==> src/hdl/wpsp_pkg.sv <==
// Package of the WAV PCM parser: beat types, tags, result and reject codes.
// No dependencies; the parser modules and the checker import it.
`default_nettype none

package wpsp_pkg;

  typedef enum logic [2:0] {
    PH_IDLE,
    PH_HEADER,
    PH_CHDR,
    PH_FMT,
    PH_SKIP,
    PH_DATA,
    PH_DONE
  } phase_t;

  localparam logic [31:0] TAG_RIFF = 32'h5249_4646;
  localparam logic [31:0] TAG_WAVE = 32'h5741_5645;
  localparam logic [31:0] TAG_FMT  = 32'h666D_7420;
  localparam logic [31:0] TAG_DATA = 32'h6461_7461;

  localparam logic [31:0] RIFF_END_OFS  = 32'd3;
  localparam logic [31:0] WAVE_END_OFS  = 32'd11;
  localparam logic [15:0] CHDR_TAG_BYTES = 16'd4;
  localparam logic [15:0] CHDR_BYTES     = 16'd8;
  localparam logic [15:0] FMT_BYTES      = 16'd16;
  localparam logic [31:0] FMT_MIN_BYTES  = 32'd16;
  localparam logic [15:0] FMT_PCM        = 16'd1;
  localparam logic [15:0] DEPTH_8BIT     = 16'd8;
  localparam logic [7:0]  U8_BIAS        = 8'd127;

  localparam logic [1:0] KIND_FRAME  = 2'd0;
  localparam logic [1:0] KIND_FORMAT = 2'd1;
  localparam logic [1:0] KIND_REJECT = 2'd2;

  localparam logic [2:0] REJ_NOT_WAVE   = 3'd0;
  localparam logic [2:0] REJ_FMT_SHORT  = 3'd1;
  localparam logic [2:0] REJ_NOT_PCM    = 3'd2;
  localparam logic [2:0] REJ_NO_DATA    = 3'd3;
  localparam logic [2:0] REJ_BAD_ALIGN  = 3'd4;
  localparam logic [2:0] REJ_DATA_FIRST = 3'd5;

  typedef struct packed {
    logic [7:0] data_byte;
    logic       start_of_file;
  } item_t;

  typedef struct packed {
    logic  valid;
    item_t item;
  } item_beat_t;

  typedef struct packed {
    logic [1:0]         result_kind;
    logic signed [15:0] left_sample;
    logic signed [15:0] right_sample;
    logic               last_frame;
    logic [31:0]        sample_rate;
    logic [15:0]        channel_count;
    logic [15:0]        bits_per_sample;
    logic [2:0]         reject_code;
  } result_t;

  typedef struct packed {
    logic    valid;
    result_t data;
  } result_beat_t;

endpackage

`default_nettype wire

==> src/hdl/wpsp_if.sv <==
// Valid/ready channel interfaces of the WAV PCM parser: byte in, result out.
// No dependencies.
`default_nettype none

interface wpsp_byte_if;
  logic       valid;
  logic       ready;
  logic [7:0] data_byte;
  logic       start_of_file;

  modport source (output valid, data_byte, start_of_file, input ready);
  modport sink   (input valid, data_byte, start_of_file, output ready);
endinterface

interface wpsp_result_if;
  logic               valid;
  logic               ready;
  logic [1:0]         result_kind;
  logic signed [15:0] left_sample;
  logic signed [15:0] right_sample;
  logic               last_frame;
  logic [31:0]        sample_rate;
  logic [15:0]        channel_count;
  logic [15:0]        bits_per_sample;
  logic [2:0]         reject_code;

  modport source (output valid, result_kind, left_sample, right_sample, last_frame,
                  sample_rate, channel_count, bits_per_sample, reject_code,
                  input ready);
  modport sink   (input valid, result_kind, left_sample, right_sample, last_frame,
                  sample_rate, channel_count, bits_per_sample, reject_code,
                  output ready);
endinterface

`default_nettype wire

==> src/hdl/wpsp_in_stage.sv <==
// Input register of the WAV PCM parser: holds one byte beat for the parse step.
// Depends on wpsp_pkg.
`default_nettype none

module wpsp_in_stage (
  input  logic               clk,
  input  logic               rst,
  input  logic               in_valid,
  input  wpsp_pkg::item_t    in_item,
  input  logic               advance,
  output logic               in_ready,
  output wpsp_pkg::item_beat_t held
);
  import wpsp_pkg::*;

  logic  full;
  item_t item;

  // refill in the same cycle the held beat is consumed
  assign in_ready = !full || advance;

  always_ff @(posedge clk) begin
    if (rst) begin
      full <= 1'b0;
    end else if (in_ready) begin
      full <= in_valid;
    end
  end

  always_ff @(posedge clk) begin
    if (in_valid && in_ready) begin
      item <= in_item;
    end
  end

  assign held = '{valid: full, item: item};

endmodule

`default_nettype wire

==> src/hdl/wpsp_core.sv <==
// Parse step of the WAV PCM parser: chunk walk state, format fields, frame
// assembly and the result of one byte. Depends on wpsp_pkg.
`default_nettype none

module wpsp_core (
  input  logic                   clk,
  input  logic                   rst,
  input  logic                   cfg_wr_en,
  input  logic [31:0]            cfg_wr_data,
  input  wpsp_pkg::item_beat_t   held,
  input  logic                   advance,
  output wpsp_pkg::result_beat_t res
);
  import wpsp_pkg::*;

  function automatic logic [15:0] to_sample(input logic [15:0] raw, input logic is8);
    logic [7:0] centered;
    centered = raw[7:0] - U8_BIAS;
    to_sample = is8 ? {centered, 8'h00} : raw;
  endfunction

  logic [31:0] file_size;
  phase_t      phase, phase_next;
  logic [31:0] file_offset, off_next;
  logic [31:0] cbl, cbl_next;            // chunk bytes left
  logic [31:0] tag, tag_next;
  logic [15:0] fmt_tag, fmt_tag_next;
  logic [15:0] channels, channels_next;
  logic [31:0] rate, rate_next;
  logic [15:0] align, align_next;
  logic [15:0] bits, bits_next;
  logic [15:0] idx, idx_next;
  logic [15:0] left_bytes, left_next;
  logic [15:0] right_bytes, right_next;
  logic        seen, seen_next;

  logic [7:0]  b;
  logic        sof;
  logic        active;
  logic [32:0] next_pos;
  logic        walk_fail;
  result_t     res_data;
  logic        res_valid;

  assign b      = held.item.data_byte;
  assign sof    = held.item.start_of_file;
  assign active = sof || (phase != PH_IDLE && phase != PH_DONE);

  assign off_next  = sof ? 32'd0 : (active ? file_offset + 32'd1 : file_offset);
  assign next_pos  = {1'b0, off_next} + 33'd1;
  assign walk_fail = ({1'b0, next_pos} + 34'd8) > {2'b00, file_size};

  always_comb begin
    logic        walk;
    logic        rej;
    logic [2:0]  rej_code;
    logic [1:0]  w;
    logic [16:0] need;
    logic [15:0] r;
    logic [15:0] rel;
    logic [31:0] rem;
    logic        is8;
    logic        last;

    phase_next    = phase;
    cbl_next      = cbl;
    tag_next      = tag;
    fmt_tag_next  = fmt_tag;
    channels_next = channels;
    rate_next     = rate;
    align_next    = align;
    bits_next     = bits;
    idx_next      = idx;
    left_next     = left_bytes;
    right_next    = right_bytes;
    seen_next     = seen;
    res_valid     = 1'b0;
    res_data      = '0;
    walk          = 1'b0;
    rej           = 1'b0;
    rej_code      = REJ_NOT_WAVE;
    is8           = (bits == DEPTH_8BIT);
    w             = is8 ? 2'd1 : 2'd2;
    need          = '0;
    r             = '0;
    rel           = '0;
    rem           = '0;
    last          = 1'b0;

    if (sof) begin
      phase_next = PH_HEADER;
      cbl_next   = '0;
      tag_next   = '0;
      idx_next   = '0;
      left_next  = '0;
      right_next = '0;
      seen_next  = 1'b0;
    end

    case (sof ? PH_HEADER : phase)
      PH_HEADER: begin
        tag_next = {tag_next[23:0], b};
        if (off_next == RIFF_END_OFS && tag_next != TAG_RIFF) begin
          rej = 1'b1;
        end else if (off_next == WAVE_END_OFS) begin
          if (tag_next != TAG_WAVE) begin
            rej = 1'b1;
          end else begin
            walk = 1'b1;
          end
        end
      end
      PH_CHDR: begin
        if (idx_next < CHDR_TAG_BYTES) begin
          tag_next = {tag_next[23:0], b};
        end else begin
          cbl_next = cbl_next | ({24'd0, b} << {idx_next[1:0], 3'b000});
        end
        idx_next = idx_next + 16'd1;
        if (idx_next == CHDR_BYTES) begin
          idx_next = '0;
          if (tag_next == TAG_FMT && !seen_next) begin
            if (cbl_next < FMT_MIN_BYTES) begin
              rej      = 1'b1;
              rej_code = REJ_FMT_SHORT;
            end else begin
              phase_next = PH_FMT;
            end
          end else if (tag_next == TAG_DATA) begin
            if (!seen_next) begin
              rej      = 1'b1;
              rej_code = REJ_DATA_FIRST;
            end else begin
              // byte count kept; a frame is last when less than one frame remains
              left_next  = '0;
              right_next = '0;
              phase_next = (cbl_next < {16'd0, align_next}) ? PH_DONE : PH_DATA;
            end
          end else if (({1'b0, next_pos} + {2'b00, cbl_next}) > {2'b00, file_size}) begin
            rej      = 1'b1;
            rej_code = seen_next ? REJ_NO_DATA : REJ_FMT_SHORT;
          end else if (cbl_next == 32'd0) begin
            walk = 1'b1;
          end else begin
            phase_next = PH_SKIP;
          end
        end
      end
      PH_FMT: begin
        case (idx_next[3:0])
          4'd0:    fmt_tag_next[7:0]   = b;
          4'd1:    fmt_tag_next[15:8]  = b;
          4'd2:    channels_next[7:0]  = b;
          4'd3:    channels_next[15:8] = b;
          4'd4:    rate_next[7:0]      = b;
          4'd5:    rate_next[15:8]     = b;
          4'd6:    rate_next[23:16]    = b;
          4'd7:    rate_next[31:24]    = b;
          4'd12:   align_next[7:0]     = b;
          4'd13:   align_next[15:8]    = b;
          4'd14:   bits_next[7:0]      = b;
          4'd15:   bits_next[15:8]     = b;
          default: ;  // byte rate is not kept
        endcase
        idx_next = idx_next + 16'd1;
        if (idx_next == FMT_BYTES) begin
          idx_next = '0;
          need = {15'd0, (bits_next == DEPTH_8BIT) ? 2'd1 : 2'd2}
               + ((channels_next > 16'd1) ? {4'd0, bits_next[15:3]} : 17'd0);
          rem  = cbl_next - FMT_MIN_BYTES;
          if (fmt_tag_next != FMT_PCM) begin
            rej      = 1'b1;
            rej_code = REJ_NOT_PCM;
          end else if (align_next == 16'd0 || {1'b0, align_next} < need) begin
            rej      = 1'b1;
            rej_code = REJ_BAD_ALIGN;
          end else if (({1'b0, next_pos} + {2'b00, rem} + 34'd8) > {2'b00, file_size}) begin
            rej      = 1'b1;
            rej_code = REJ_NO_DATA;
          end else begin
            seen_next                = 1'b1;
            res_valid                = 1'b1;
            res_data.result_kind     = KIND_FORMAT;
            res_data.sample_rate     = rate_next;
            res_data.channel_count   = channels_next;
            res_data.bits_per_sample = bits_next;
            if (rem == 32'd0) begin
              phase_next = PH_CHDR;
              tag_next   = '0;
              cbl_next   = '0;
            end else begin
              cbl_next   = rem;
              phase_next = PH_SKIP;
            end
          end
        end
      end
      PH_SKIP: begin
        cbl_next = cbl_next - 32'd1;
        if (cbl_next == 32'd0) begin
          walk = 1'b1;
        end
      end
      PH_DATA: begin
        r   = (channels > 16'd1) ? {3'd0, bits[15:3]} : 16'd0;
        rel = idx_next - r;
        if (idx_next < {14'd0, w}) begin
          if (idx_next[0]) begin
            left_next[15:8] = b;
          end else begin
            left_next[7:0] = b;
          end
        end
        if (idx_next >= r && rel < {14'd0, w}) begin
          if (rel[0]) begin
            right_next[15:8] = b;
          end else begin
            right_next[7:0] = b;
          end
        end
        idx_next = idx_next + 16'd1;
        cbl_next = cbl_next - 32'd1;
        if (!(idx_next < align)) begin
          idx_next              = '0;
          last                  = cbl_next < {16'd0, align};
          res_valid             = 1'b1;
          res_data.result_kind  = KIND_FRAME;
          res_data.left_sample  = to_sample(left_next, is8);
          res_data.right_sample = to_sample(right_next, is8);
          res_data.last_frame   = last;
          if (last) begin
            phase_next = PH_DONE;
          end
        end
      end
      default: ;  // idle or finished: byte dropped
    endcase

    // next chunk header position
    if (walk) begin
      if (walk_fail) begin
        rej      = 1'b1;
        rej_code = seen_next ? REJ_NO_DATA : REJ_FMT_SHORT;
      end else begin
        phase_next = PH_CHDR;
        idx_next   = '0;
        tag_next   = '0;
        cbl_next   = '0;
      end
    end

    if (rej) begin
      res_valid            = 1'b1;
      res_data             = '0;
      res_data.result_kind = KIND_REJECT;
      res_data.reject_code = rej_code;
      phase_next           = PH_DONE;
    end
  end

  assign res = '{valid: held.valid && res_valid, data: res_data};

  always_ff @(posedge clk) begin
    if (rst) begin
      file_size <= '0;
    end else if (cfg_wr_en) begin
      file_size <= cfg_wr_data;
    end
  end

  always_ff @(posedge clk) begin
    if (rst) begin
      phase <= PH_IDLE;
      seen  <= 1'b0;
    end else if (advance) begin
      phase <= phase_next;
      seen  <= seen_next;
    end
  end

  // cleared on start of file or written from the fmt chunk before use, so no reset needed
  always_ff @(posedge clk) begin
    if (advance) begin
      file_offset <= off_next;
      cbl         <= cbl_next;
      tag         <= tag_next;
      fmt_tag     <= fmt_tag_next;
      channels    <= channels_next;
      rate        <= rate_next;
      align       <= align_next;
      bits        <= bits_next;
      idx         <= idx_next;
      left_bytes  <= left_next;
      right_bytes <= right_next;
    end
  end

endmodule

`default_nettype wire

==> src/hdl/wpsp_out_stage.sv <==
// Result register of the WAV PCM parser: holds one result beat until taken.
// Depends on wpsp_pkg.
`default_nettype none

module wpsp_out_stage (
  input  logic              clk,
  input  logic              rst,
  input  logic              load,
  input  wpsp_pkg::result_t load_data,
  input  logic              out_ready,
  output logic              space,
  output logic              out_valid,
  output wpsp_pkg::result_t out_data
);
  import wpsp_pkg::*;

  assign space = !out_valid || out_ready;

  always_ff @(posedge clk) begin
    if (rst) begin
      out_valid <= 1'b0;
    end else if (load) begin
      out_valid <= 1'b1;
    end else if (out_ready) begin
      out_valid <= 1'b0;
    end
  end

  always_ff @(posedge clk) begin
    if (load) begin
      out_data <= load_data;
    end
  end

endmodule

`default_nettype wire

==> src/hdl/wav_pcm_stream_parser_unit.sv <==
// Top level of the WAV PCM parser: input register, parse step, result register.
// Depends on wpsp_pkg, wpsp_if, wpsp_in_stage, wpsp_core, wpsp_out_stage.
//
//   channel   dir   handshake          beat
//   stream    in    valid/ready        data_byte, start_of_file
//   result    out   valid/ready        kind, samples, last_frame, format, reject_code
//   cfg       in    cfg_wr_en          file_size (cfg_wr_data)
//
// One byte per cycle while the result register is not stalled; a byte is held
// in the input register and its result beat in the result register. The rate is
// set by the combinational parse step in wpsp_core between the two registers.
// Reset (rst, synchronous) empties both registers, sets the parser idle and
// file_size to zero.
// A stalled result holds; the input register takes one more byte only if empty,
// and stream.ready stays low while it is full until the result beat leaves.
`default_nettype none

module wav_pcm_stream_parser_unit (
  input  logic           clk,
  input  logic           rst,
  input  logic           cfg_wr_en,
  input  logic [31:0]    cfg_wr_data,
  wpsp_byte_if.sink      stream,
  wpsp_result_if.source  result
);
  import wpsp_pkg::*;

  item_t        in_item;
  item_beat_t   held;
  result_beat_t res;
  result_t      out_data;
  logic         advance;
  logic         space;
  logic         in_ready;
  logic         out_valid;

  assign in_item = '{data_byte: stream.data_byte, start_of_file: stream.start_of_file};
  assign stream.ready = in_ready;

  // the held byte is parsed when the result register can take what it gives
  assign advance = held.valid && space;

  wpsp_in_stage u_in_stage (
    .clk      (clk),
    .rst      (rst),
    .in_valid (stream.valid),
    .in_item  (in_item),
    .advance  (advance),
    .in_ready (in_ready),
    .held     (held)
  );

  wpsp_core u_core (
    .clk         (clk),
    .rst         (rst),
    .cfg_wr_en   (cfg_wr_en),
    .cfg_wr_data (cfg_wr_data),
    .held        (held),
    .advance     (advance),
    .res         (res)
  );

  wpsp_out_stage u_out_stage (
    .clk       (clk),
    .rst       (rst),
    .load      (advance && res.valid),
    .load_data (res.data),
    .out_ready (result.ready),
    .space     (space),
    .out_valid (out_valid),
    .out_data  (out_data)
  );

  assign result.valid           = out_valid;
  assign result.result_kind     = out_data.result_kind;
  assign result.left_sample     = out_data.left_sample;
  assign result.right_sample    = out_data.right_sample;
  assign result.last_frame      = out_data.last_frame;
  assign result.sample_rate     = out_data.sample_rate;
  assign result.channel_count   = out_data.channel_count;
  assign result.bits_per_sample = out_data.bits_per_sample;
  assign result.reject_code     = out_data.reject_code;

endmodule

`default_nettype wire

==> src/flat_wrapper.sv <==
// flat-port wrapper written by rule: the top's interface ports become plain ports
module wav_pcm_stream_parser_unit_flat import wpsp_pkg::*;
  (clk, rst, cfg_wr_en, cfg_wr_data, stream_valid, stream_data_byte, stream_start_of_file, stream_ready, result_valid, result_result_kind, result_left_sample, result_right_sample, result_last_frame, result_sample_rate, result_channel_count, result_bits_per_sample, result_reject_code, result_ready);
  wpsp_byte_if stream_i ();
  wpsp_result_if result_i ();
  input  logic clk;
  input  logic rst;
  input  logic cfg_wr_en;
  input  logic [31:0] cfg_wr_data;
  input wire logic [$bits(stream_i.valid)-1:0] stream_valid;
  input wire logic [$bits(stream_i.data_byte)-1:0] stream_data_byte;
  input wire logic [$bits(stream_i.start_of_file)-1:0] stream_start_of_file;
  output wire logic [$bits(stream_i.ready)-1:0] stream_ready;
  output wire logic [$bits(result_i.valid)-1:0] result_valid;
  output wire logic [$bits(result_i.result_kind)-1:0] result_result_kind;
  output wire logic [$bits(result_i.left_sample)-1:0] result_left_sample;
  output wire logic [$bits(result_i.right_sample)-1:0] result_right_sample;
  output wire logic [$bits(result_i.last_frame)-1:0] result_last_frame;
  output wire logic [$bits(result_i.sample_rate)-1:0] result_sample_rate;
  output wire logic [$bits(result_i.channel_count)-1:0] result_channel_count;
  output wire logic [$bits(result_i.bits_per_sample)-1:0] result_bits_per_sample;
  output wire logic [$bits(result_i.reject_code)-1:0] result_reject_code;
  input wire logic [$bits(result_i.ready)-1:0] result_ready;
  assign stream_i.valid = stream_valid;
  assign stream_i.data_byte = stream_data_byte;
  assign stream_i.start_of_file = stream_start_of_file;
  assign stream_ready = stream_i.ready;
  assign result_valid = result_i.valid;
  assign result_result_kind = result_i.result_kind;
  assign result_left_sample = result_i.left_sample;
  assign result_right_sample = result_i.right_sample;
  assign result_last_frame = result_i.last_frame;
  assign result_sample_rate = result_i.sample_rate;
  assign result_channel_count = result_i.channel_count;
  assign result_bits_per_sample = result_i.bits_per_sample;
  assign result_reject_code = result_i.reject_code;
  assign result_i.ready = result_ready;
  wav_pcm_stream_parser_unit u_core (.clk(clk), .rst(rst), .cfg_wr_en(cfg_wr_en), .cfg_wr_data(cfg_wr_data), .stream(stream_i), .result(result_i));
endmodule
==> config.mk <==
export PLATFORM = sky130hd
export DESIGN_NAME = wav_pcm_stream_parser_unit_flat
export DESIGN_NICKNAME = d
export VERILOG_FILES = /design/src/hdl/wpsp_pkg.sv /design/src/hdl/wpsp_if.sv /design/src/hdl/wpsp_in_stage.sv /design/src/hdl/wpsp_core.sv /design/src/hdl/wpsp_out_stage.sv /design/src/hdl/wav_pcm_stream_parser_unit.sv /design/src/flat_wrapper.sv
export SDC_FILE = /design/constraint.sdc
export NUM_CORES = 1
export LEC_CHECK = 0
export ABC_CLOCK_PERIOD_IN_PS = 18500
export BUFFER_PORTS_ARGS = -buffer_cell sky130_fd_sc_hd__buf_4
export CORE_AREA = 2 2 264 266
export DETAILED_ROUTE_END_ITERATION = 8
export DIE_AREA = 0 0 266 268
export GPL_ROUTABILITY_DRIVEN = 0
export GPL_TIMING_DRIVEN = 1
export PLACE_DENSITY = 0.69
export SETUP_SLACK_MARGIN = 0.4
export SYNTH_ARGS = -nofsm -noshare
export SYNTH_HDL_FRONTEND = slang
export SYNTH_SLANG_ARGS = --single-unit
==> constraint.sdc <==
create_clock -name clk -period 18.5 [get_ports clk]
set_input_delay 3.7 -clock clk [delete_from_list [all_inputs] [get_ports clk]]
set_output_delay 3.7 -clock clk [all_outputs]
set_load 0.02 [all_outputs]
==> flow_summary.json <==
{
  "cts-buffers-inserted": 47,
  "reg2reg_to": "u_core.u_out_stage.out_data[4]$_SDFFCE_PP0P_",
  "leakage_nw": 14.6,
  "grt.total_usage": 0.276,
  "avgSynthCellArea_um2": 8.88,
  "ys_ff_latch": 389,
  "grt_pass1_wl_um": 154000,
  "drc": 0,
  "area_growth_pct": 10.5,
  "syn-cell-area_um2": 31900,
  "ctsHoldBuffers": 0,
  "cts_max_level": 2,
  "worst_clock_skew_ps": 40.7,
  "final-seq-area_um2": 11300,
  "multi_input_area_um2": 19200,
  "avgViaCountPerCell": 6.31,
  "critPathArrivalTime_ps": 12310,
  "critPathCapture": "u_core.u_out_stage.out_data[4]$_SDFFCE_PP0P_",
  "post_cts_buffers": 0,
  "p_per_area_nw_per_um2": 73.7,
  "slowest_stage": "nand2_1",
  "grt_pass1_vias": 25845,
  "fillers": 6299,
  "fmaxAchievable_mhz": 82.9,
  "via_count": 28895,
  "critPathCaptureType": "register",
  "io_pins": 150,
  "r2r_cells": 42,
  "ctsResizeCount": 0,
  "clkSinkCount": 389,
  "fp.coreArea_um2": 68200,
  "hold_viol": 0,
  "overflow": 0,
  "vdd_drop_max_uv": 73.6,
  "wirelength_um": 102000,
  "critPathMaxStageDelay_ps": 740,
  "finalNetCount": 3982,
  "initial_core_util": 0.468,
  "portBuffers": 149,
  "fp.dieW_um": 266,
  "synth_nets": 3921,
  "critical_path_class": "register to register",
  "post-route-min-period_ps": 12060,
  "clk_pin_slew_ps": 60,
  "hold_path.class": "register to register",
  "synth-edff-count": 351,
  "grt_max_degree": 77,
  "cts-root-buf": "clkbuf_16",
  "firstDrtPassIters": 8,
  "ff2ff_setup_slack_ps": 6440,
  "setup_violations": 0,
  "ant_nets": 0,
  "ys.flop_type": "edfxtp_1",
  "synth_cells": 3598,
  "die_h_um": 268,
  "tightest_slew_ps": 1440,
  "tns_ps": 0,
  "postSynth.asyncResetShare": 0,
  "slew_headroom": 0.0328,
  "r2r_start": "u_core.u_in_stage.held[0]$_DFFE_PP_",
  "drive_above_1_share": 0.0990,
  "antenna_found_initial": 0,
  "cp.required_ps": 18750,
  "hold_ws_ps": 488,
  "ys_types": 98,
  "seq_area_frac_synth": 0.354,
  "critPathMaxFanout": 57,
  "maxCapViolCount": 0,
  "diodes": 0,
  "ys_warn_count": 0,
  "core.rowCount": 96,
  "cts_tree": "built",
  "dp_hpwl_um": 73700,
  "fin_crit_sh": 0.652,
  "clk_latency_ps": 630,
  "clockBufferDepth": 3,
  "critPathLaunch": "u_core.u_in_stage.held[0]$_DFFE_PP_",
  "cp-start-kind": "register",
  "die_area_um2": 71300,
  "wl_per_cell_um": 22.2,
  "drt-initial-drc-count": 3865,
  "outcome": "finished clean",
  "finalMaxSlewViolations": 0,
  "grt_setup_unrepaired": "no"
}
[worst min-delay path by stage]
| stage | startpoint | end | depth (start not counted) |
|---|---|---|---|
| 2_1_floorplan | u_core.u_core.file_size[10]$_SDFFE_PP0P_ | u_core.u_core.file_size[10]$_SDFFE_PP0P_ | 2 |
| 3_3_place_gp | u_core.u_core.file_size[25]$_SDFFE_PP0P_ | u_core.u_core.file_size[25]$_SDFFE_PP0P_ | 2 |
| 3_5_place_dp | u_core.u_core.file_size[16]$_SDFFE_PP0P_ | u_core.u_core.file_size[16]$_SDFFE_PP0P_ | 2 |
| 4_1_cts | u_core.u_core.file_size[22]$_SDFFE_PP0P_ | u_core.u_core.file_size[22]$_SDFFE_PP0P_ | 2 |
| 5_1_grt | u_core.u_core.file_size[13]$_SDFFE_PP0P_ | u_core.u_core.file_size[13]$_SDFFE_PP0P_ | 2 |
| 6_report | u_core.u_core.file_size[22]$_SDFFE_PP0P_ | u_core.u_core.file_size[22]$_SDFFE_PP0P_ | 2 |
[state kept, by name (all words and copies together) (netlist names)]
signal                        count
u_core.u_core.phase               3
u_core.u_core.idx                16
u_core.u_core.rate               32
u_core.u_core.channels           16
u_core.u_core.right_bytes        16
u_core.u_core.file_offset        32
u_core.u_in_stage.held            9
u_core.u_core.file_size          32
u_core.u_core.align              16
u_core.u_in_stage.full            1
u_core.u_out_stage.out_valid      1
u_core.u_out_stage.out_data     102
u_core.u_core.fmt_tag            16
u_core.u_core.cbl                32
u_core.u_core.bits               16
u_core.u_core.tag                32
u_core.u_core.left_bytes         16
u_core.u_core.seen                1
[worst max-delay path, delay by kind of cell (launching register included)]
family                     cells  cell delay, ps
DFF                            1             370
adders and majority gates      4            1140
xor gates and xnor gates       3             780
buffers and inverters          5            1700
and+or+nand+nor               13            3220
AOI/OAI and AO/OA             17            4370
[stage by stage]
stage | total power [W] | instance area, um2 | std cells | utilization | setup slack, ps
after floorplan | 0.00149 | 31900 | 3598 | - | 3330
after global placement | 0.00168 | 33800 | 4492 | 0.495 | 6830
after detailed placement | 0.00168 | 33800 | 4492 | 0.495 | 6610
after CTS | 0.00259 | 35300 | 4578 | 0.517 | 6530
after global routing | 0.00271 | 35300 | 4578 | 0.517 | 5550
final | 0.00260 | 35300 | 4578 | 0.517 | 6440
[cells in the final DEF (no fill, tap or decap), types with 38 or more instances in the layout]
master and instances:
dfxtp_1 38, xor2_1 71, edfxtp_1 351, mux2_2 61, and3_1 75, a21oi_1 240
nor3_1 66, nand4_1 79, a21o_1 115, nor2b_1 65, clkbuf_16 47, inv_1 192
a22oi_1 39, ha_1 273, xnor2_1 130, mux2i_1 73, o21ai_0 173, nand3_1 77
nor2_1 424, nor4_1 50, buf_4 196, nand2_1 290
[logic make-up after synthesis]
family | share of synthesized area
flip-flops | 0.354
XOR/XNOR | 0.0561
multiplexers | 0.0444
AO/OA/AOI/OAI | 0.182
buffers and inverters | 0.0473
adder cells (fa/ha/maj) | 0.110
AND/OR/NAND/NOR | 0.207
[per-layer routing]
layer / routed length, um / global-route usage
met5: 0 / 0
met4: 4500 / 0.109
met1: 42300 / 0.394
met2: 44300 / 0.415
met3: 10800 / 0.0480
[where the power goes]
group	switching (W)	internal, W	total (W)
combinational	0.000426	0.000254	0.000681
clock	0.000406	0.000504	0.000910
sequential	0.0000265	0.000983	0.00101
[synthesized netlist by cell type (68+ instances only)]
| library cell | number | area, um2 |
|---|---|---|
| nor3_1 | 68 | 340 |
| o21ai_0 | 173 | 866 |
| and3_1 | 75 | 469 |
| edfxtp_1 | 351 | 10500 |
| nor2_1 | 427 | 1600 |
| mux2i_1 | 73 | 731 |
| nand4_1 | 79 | 494 |
| nand3_1 | 77 | 385 |
| ha_1 | 273 | 3420 |
| a21o_1 | 115 | 863 |
| clkbuf_1 | 137 | 514 |
| nand2_1 | 290 | 1090 |
| xnor2_1 | 130 | 1140 |
| a21oi_1 | 240 | 1200 |
| xor2_1 | 71 | 622 |
| inv_1 | 193 | 724 |
[area by class of cell]
| cell class | instances | share of cell area |
|---|---|---|
| multi-input cells | 2830 | 0.544 |
| flip-flops and latches | 389 | 0.320 |
| repair buffers | 196 | 0.0417 |
| clock buffers | 61 | 0.0359 |
| well taps | 882 | 0.0313 |
| inverters | 195 | 0.0209 |
| clock inverters | 25 | 0.00645 |
Note: power is estimated with default switching activity, not from simulation.
